### src/design/ptti_pkg.sv
// ----------------------------------------------------------------------------
// ptti_pkg
// Shared types and codes of the periodic trilinear table interpolator.
// ----------------------------------------------------------------------------
package ptti_pkg;

   // operation codes
   localparam logic [1:0] OP_AXIS  = 2'd0;
   localparam logic [1:0] OP_ENTRY = 2'd1;
   localparam logic [1:0] OP_QUERY = 2'd2;

   // axis codes
   localparam logic [1:0] AX_SPEED   = 2'd0;
   localparam logic [1:0] AX_HEADING = 2'd1;
   localparam logic [1:0] AX_FREQ    = 2'd2;

   // register indexes
   localparam logic [2:0] CSR_SPEED_POINTS   = 3'd0;
   localparam logic [2:0] CSR_HEADING_POINTS = 3'd1;
   localparam logic [2:0] CSR_FREQ_POINTS    = 3'd2;
   localparam logic [2:0] CSR_MODE_COUNT     = 3'd3;
   localparam int         CSR_DW             = 7;

   // coordinate datapath width, full turn of 360 degrees in Q16.16
   localparam int                   XW        = 36;
   localparam int                   DW        = 36;
   localparam logic signed [XW-1:0] FULL_TURN = 36'sd23592960;
   localparam logic [16:0]          ONE_Q16   = 17'd65536;

   // axis read address select
   localparam logic [1:0] RA_FIRST = 2'd0;
   localparam logic [1:0] RA_LAST  = 2'd1;
   localparam logic [1:0] RA_SCAN  = 2'd2;

   // bracket result commands
   localparam logic [2:0] RES_NONE      = 3'd0;
   localparam logic [2:0] RES_LOW       = 3'd1;
   localparam logic [2:0] RES_HIGH      = 3'd2;
   localparam logic [2:0] RES_WRAP_FULL = 3'd3;
   localparam logic [2:0] RES_DIV_SCAN  = 3'd4;
   localparam logic [2:0] RES_DIV_WRAP  = 3'd5;
   localparam logic [2:0] RES_DIV_END   = 3'd6;

   typedef struct packed {
      logic [1:0]         op;
      logic [1:0]         axis_sel;
      logic [2:0]         speed_index;
      logic [5:0]         heading_index;
      logic [5:0]         freq_index;
      logic [2:0]         mode_index;
      logic signed [31:0] axis_value;
      logic signed [31:0] entry_re;
      logic signed [31:0] entry_im;
      logic signed [31:0] query_speed;
      logic signed [31:0] query_heading;
      logic signed [31:0] query_freq;
   } req_type;

   typedef struct packed {
      logic [2:0]         mode_out;
      logic signed [31:0] value_re;
      logic signed [31:0] value_im;
      logic               last;
   } rsp_type;

   typedef struct packed {
      logic       accept;
      logic [1:0] axis;
      logic       x_load;
      logic       mod_step;
      logic       ax_rd;
      logic [1:0] ax_addr;
      logic       cap_first;
      logic       cap_last;
      logic       h_adjust;
      logic       scan_init;
      logic       scan_next;
      logic [2:0] result;
      logic       div_step;
      logic       mode_init;
      logic       mode_next;
      logic       tab_rd;
      logic       lerp_a;
      logic       lerp_b;
      logic       emit;
   } cmd_type;

   typedef struct packed {
      logic mod_done;
      logic wrap_over;
      logic wrap_full;
      logic at_low;
      logic at_high;
      logic scan_hit;
      logic div_done;
      logic lerp_done;
      logic corner_done;
      logic mode_last;
   } sts_type;

endpackage

### src/design/ptti_ctrl.sv
// ----------------------------------------------------------------------------
// ptti_ctrl
// Sequencer: axis search, heading reduction, divide, corner reads, blends.
// ----------------------------------------------------------------------------
module ptti_ctrl (
   input  logic              clock,
   input  logic              reset,
   input  logic              start,
   input  logic [1:0]        req_op,
   output logic              busy,
   output ptti_pkg::cmd_type cmd,
   input  ptti_pkg::sts_type sts
);
   import ptti_pkg::*;

   localparam logic [4:0] S_IDLE  = 5'd0;
   localparam logic [4:0] S_XLOAD = 5'd1;
   localparam logic [4:0] S_MOD   = 5'd2;
   localparam logic [4:0] S_RD0   = 5'd3;
   localparam logic [4:0] S_RDL   = 5'd4;
   localparam logic [4:0] S_CHK   = 5'd5;
   localparam logic [4:0] S_HADJ  = 5'd6;
   localparam logic [4:0] S_DEC   = 5'd7;
   localparam logic [4:0] S_SCRD  = 5'd8;
   localparam logic [4:0] S_SCCK  = 5'd9;
   localparam logic [4:0] S_DIV   = 5'd10;
   localparam logic [4:0] S_DEND  = 5'd11;
   localparam logic [4:0] S_TR    = 5'd12;
   localparam logic [4:0] S_TW    = 5'd13;
   localparam logic [4:0] S_LA    = 5'd14;
   localparam logic [4:0] S_LB    = 5'd15;
   localparam logic [4:0] S_OUT   = 5'd16;

   logic [4:0] state_ff, state_in;
   logic [1:0] axis_ff, axis_in;
   logic       advance;

   always_ff @(posedge clock) begin
      if (reset) begin
         state_ff <= S_IDLE;
         axis_ff  <= AX_SPEED;
      end else begin
         state_ff <= state_in;
         axis_ff  <= axis_in;
      end
   end

   assign busy = (state_ff != S_IDLE);

   always_comb begin
      state_in = state_ff;
      axis_in  = axis_ff;
      advance  = 1'b0;
      cmd      = '0;
      cmd.axis = axis_ff;
      unique case (state_ff)
         S_IDLE: begin
            cmd.accept = start;
            if (start && req_op == OP_QUERY) begin
               axis_in  = AX_SPEED;
               state_in = S_XLOAD;
            end
         end
         S_XLOAD: begin
            cmd.x_load = 1'b1;
            state_in   = (axis_ff == AX_HEADING) ? S_MOD : S_RD0;
         end
         S_MOD: begin
            cmd.mod_step = 1'b1;
            if (sts.mod_done) state_in = S_RD0;
         end
         S_RD0: begin
            cmd.ax_rd   = 1'b1;
            cmd.ax_addr = RA_FIRST;
            state_in    = S_RDL;
         end
         S_RDL: begin
            cmd.ax_rd     = 1'b1;
            cmd.ax_addr   = RA_LAST;
            cmd.cap_first = 1'b1;
            state_in      = S_CHK;
         end
         S_CHK: begin
            cmd.cap_last = 1'b1;
            state_in     = (axis_ff == AX_HEADING) ? S_HADJ : S_DEC;
         end
         S_HADJ: begin
            cmd.h_adjust = 1'b1;
            state_in     = S_DEC;
         end
         S_DEC: begin
            if (axis_ff == AX_HEADING && sts.wrap_over) begin
               if (sts.wrap_full) begin
                  cmd.result = RES_WRAP_FULL;
                  advance    = 1'b1;
               end else begin
                  cmd.result = RES_DIV_WRAP;
                  state_in   = S_DIV;
               end
            end else if (sts.at_low) begin
               cmd.result = RES_LOW;
               advance    = 1'b1;
            end else if (sts.at_high) begin
               cmd.result = RES_HIGH;
               advance    = 1'b1;
            end else begin
               cmd.scan_init = 1'b1;
               state_in      = S_SCRD;
            end
         end
         S_SCRD: begin
            cmd.ax_rd   = 1'b1;
            cmd.ax_addr = RA_SCAN;
            state_in    = S_SCCK;
         end
         S_SCCK: begin
            if (sts.scan_hit) begin
               cmd.result = RES_DIV_SCAN;
               state_in   = S_DIV;
            end else begin
               cmd.scan_next = 1'b1;
               state_in      = S_SCRD;
            end
         end
         S_DIV: begin
            cmd.div_step = 1'b1;
            if (sts.div_done) state_in = S_DEND;
         end
         S_DEND: begin
            cmd.result = RES_DIV_END;
            advance    = 1'b1;
         end
         S_TR: begin
            cmd.tab_rd = 1'b1;
            if (sts.corner_done) state_in = S_TW;
         end
         S_TW: state_in = S_LA;
         S_LA: begin
            cmd.lerp_a = 1'b1;
            state_in   = S_LB;
         end
         S_LB: begin
            cmd.lerp_b = 1'b1;
            state_in   = sts.lerp_done ? S_OUT : S_LA;
         end
         S_OUT: begin
            cmd.emit = 1'b1;
            if (sts.mode_last) begin
               state_in = S_IDLE;
            end else begin
               cmd.mode_next = 1'b1;
               state_in      = S_TR;
            end
         end
         default: state_in = S_IDLE;
      endcase
      // axis finished: next axis or start the mode loop
      if (advance) begin
         if (axis_ff == AX_FREQ) begin
            cmd.mode_init = 1'b1;
            state_in      = S_TR;
         end else begin
            axis_in  = axis_ff + 2'd1;
            state_in = S_XLOAD;
         end
      end
   end

endmodule

### config.mk
export PLATFORM = sky130hd
export DESIGN_NAME = ptti_ctrl
export DESIGN_NICKNAME = d
export VERILOG_FILES = /design/src/design/ptti_pkg.sv /design/src/design/ptti_ctrl.sv
export SDC_FILE = /design/constraint.sdc
export NUM_CORES = 1
export LEC_CHECK = 0
export ABC_AREA = 1
export BUFFER_PORTS_ARGS = -buffer_cell sky130_fd_sc_hd__buf_4
export CAP_MARGIN = 20
export CORE_MARGIN = 2
export CORE_UTILIZATION = 45
export DETAILED_ROUTE_END_ITERATION = 8
export PLACE_DENSITY = 0.79
export SYNTH_ARGS = -nofsm -noshare
export SYNTH_HDL_FRONTEND = slang
export SYNTH_SLANG_ARGS = --single-unit
### constraint.sdc
create_clock -name clock -period 1.6 [get_ports clock]
set_clock_uncertainty 0.1 [all_clocks]
set_input_delay 0.16 -clock clock [delete_from_list [all_inputs] [get_ports clock]]
set_output_delay 0.16 -clock clock [all_outputs]
set_load 0.02 [all_outputs]
==> flow_summary.ini <==
[final_layout]
final_cell_mix = buf_4 (56), nand2_1 (38), nor2_1 (23), inv_1 (21), buf_6 (13)
num-nets-final = 229
fin_cells = 230
antenna_cells = 0
n_fill_cell = 82
regArea_um2 = 159
drive_gt1_share_pct = 52.1
final_core_util_pct = 89.9
area_delta_synth_final_pct = 92.9
layout_commonest_cell = buf_4
multi_input_area_um2 = 593

[cts]
clk_path_buf_depth = 2
clock_latency_ps = 270
htreeDepth = 1
root_buffer = clkbuf_4
path_clk_slew_ps = 60
clock_sinks = 7
cts_made_buffers = 3
cts_tree = built

[detailed_routing]
post_drt_wl_per_cell_um = 16.5
vias_per_cell = 5.68
wl_um = 3800
dr.pass1.iters = 5
drc = 0
ant_nets = 0
drt_iter0_drc = 73
via_count = 1307

[grt]
antenna_found_initial = 0
grt_max_degree = 7
track_usage_pct = 27.7
grt_pass1_vias = 1038
grt_pass1_wl_um = 4200
grt.overflow.total = 0

[logic_synthesis]
synthCells = 142
synth_compound_area_share_pct = 6.91
synth_top_family_by_area = simple AND/OR/NAND/NOR gates
netlist_area_um2 = 778
synthesis.nets = 157
syn_avg_cell_area_um2 = 5.48
synth_xor_area_share_pct = 0
synthAdderAreaFrac_pct = 0
synth_simple_gate_area_share_pct = 56.4
yosysSeqAreaShare_pct = 18.0
synth_seq_cells = 7
yosys_warnings = 0
synthMuxAreaShare_pct = 0
ys_types = 23

[critical_path]
startpoint = state_ff[4]
r2r-start = state_ff[4]
crit_arrival_ps = 1830
critPathRequiredTime_ps = 1680
path_max_fanout = 5
path_class = reg2reg
critPathLaunchType = flop
end_kind = flop

[hold_path]
worstHoldStart = sts[2]
holdCritPathClass = in2reg

[sta]
post-route-period-util_pct = 109
slew_headroom_pct = 79.4
rsz0062_at_grt = yes
setup_violations = 15
fin_crit_ps = 1740
holdWs_ps = 70.1
worst_pin_slew_ps = 308
hold_viol = 0
slew_violations = 0
setup_ws_ps = -145
fmax_ghz = 0.573

[placed_design]
pre_cts_ws_ps = -4.98
dpl.hpwl_um = 1800
globalplace.congestion = 0.885
port_buffers = 38
place_inst = 207

[pwr]
ir_drop_v = 0.000598
total_power_mw = 0.932
total_leakage_power_nw = 0.874
power.density_mw_per_mm2 = 621

[floorplanning]
coreArea_mm2 = 0.00167
start_util_pct = 46.6
rows = 15
die-width_um = 45.6
die_area_mm2 = 0.00208
die_h_um = 45.6
io_pins = 39

[outcome]
violations = negative setup slack
status = finished, violations left

[flow_run]
drv_cap = 0
==> stage by stage <==
stage / cell area (µm²) / TNS [ps]
floorplan: 785 / 0
global placement: 1160 / 0
detailed placement: 1160 / -4.98
CTS: 1350 / -234
global route: 1500 / -2220
finish: 1500 / -971
==> synth_stat cells (all sizes together) <==
library cell  instances  area [µm²]
inv                  30         115
nor4                  2        12.5
or3b                  1        8.76
dfxtp                 7         140
nand2                45         181
o211ai                2        15.0
a21oi                 3        15.0
a211oi                1        7.51
nor3                  2        15.0
nor2                 30         129
buf                   3        30.0
o22ai                 1        6.26
nand3                13        92.6
o21ai                 2        10.0
==> critical path: stages, from the launching register on <==
cell,delay (ps)
dfxtp_4,370
buf_6,140
nor3_4,230
buf_6,150
nand3_4,50
buf_4,130
buf_4,120
nand2_1,60
nor2_1,60
nand2_1,70
nand2_1,70
nor2_1,110
==> worst paths after layout <==
path / endpoint / slack [ps] / cells after the start
min: state_ff[4] / 70 / 3
min reg2reg: axis_ff[1] / 440 / 3
max reg2reg: state_ff[1] / -140 / 11
max: state_ff[1] / -140 / 11
==> kinds of logic after synthesis <==
family,after synthesis
flip-flops,7
AND/OR/NAND/NOR,93
AO/OA/AOI/OAI,9
buffers and inverters,33
==> per-layer routing <==
| metal | part of all wire, % | GRT usage [%] | up-vias | routed length [µm] |
|---|---|---|---|---|
| met5 | 0 | 0 | - | 0 |
| met4 | 6.1 | 14.1 | 0 | 233 |
| met3 | 8.5 | 8.33 | 37 | 323 |
| met2 | 50 | 46.2 | 109 | 1890 |
| met1 | 35 | 31.6 | 584 | 1350 |
| li1 | - | - | 577 | - |
==> cell type report <==
type | count | area share (%)
flip-flops and latches | 7 | 10.6
clock buffers | 4 | 1.75
multi-input cells | 102 | 39.5
repair buffers | 70 | 38.4
inverters | 30 | 8.33
well taps | 17 | 1.42
==> report_power, final <==
group / internal [mW] / switching [mW] / total [mW] / leakage [nW]
clock network: 0.0959 / 0.0755 / 0.171 / 0.0150
logic: 0.221 / 0.312 / 0.532 / 0.798
registers: 0.192 / 0.0354 / 0.228 / 0.0605
total: 0.509 / 0.423 / 0.932 / 0.874
==> what timing repair did <==
action,in CTS,in global routing
gates resized for setup,29,27
pin swaps,8,10
hold endpoints to repair,5,0
hold buffers,1,0
setup buffers,9,9
cloned,0,0
endpoints found under the setup margin,15,18
(Power assumes the default switching activity.)
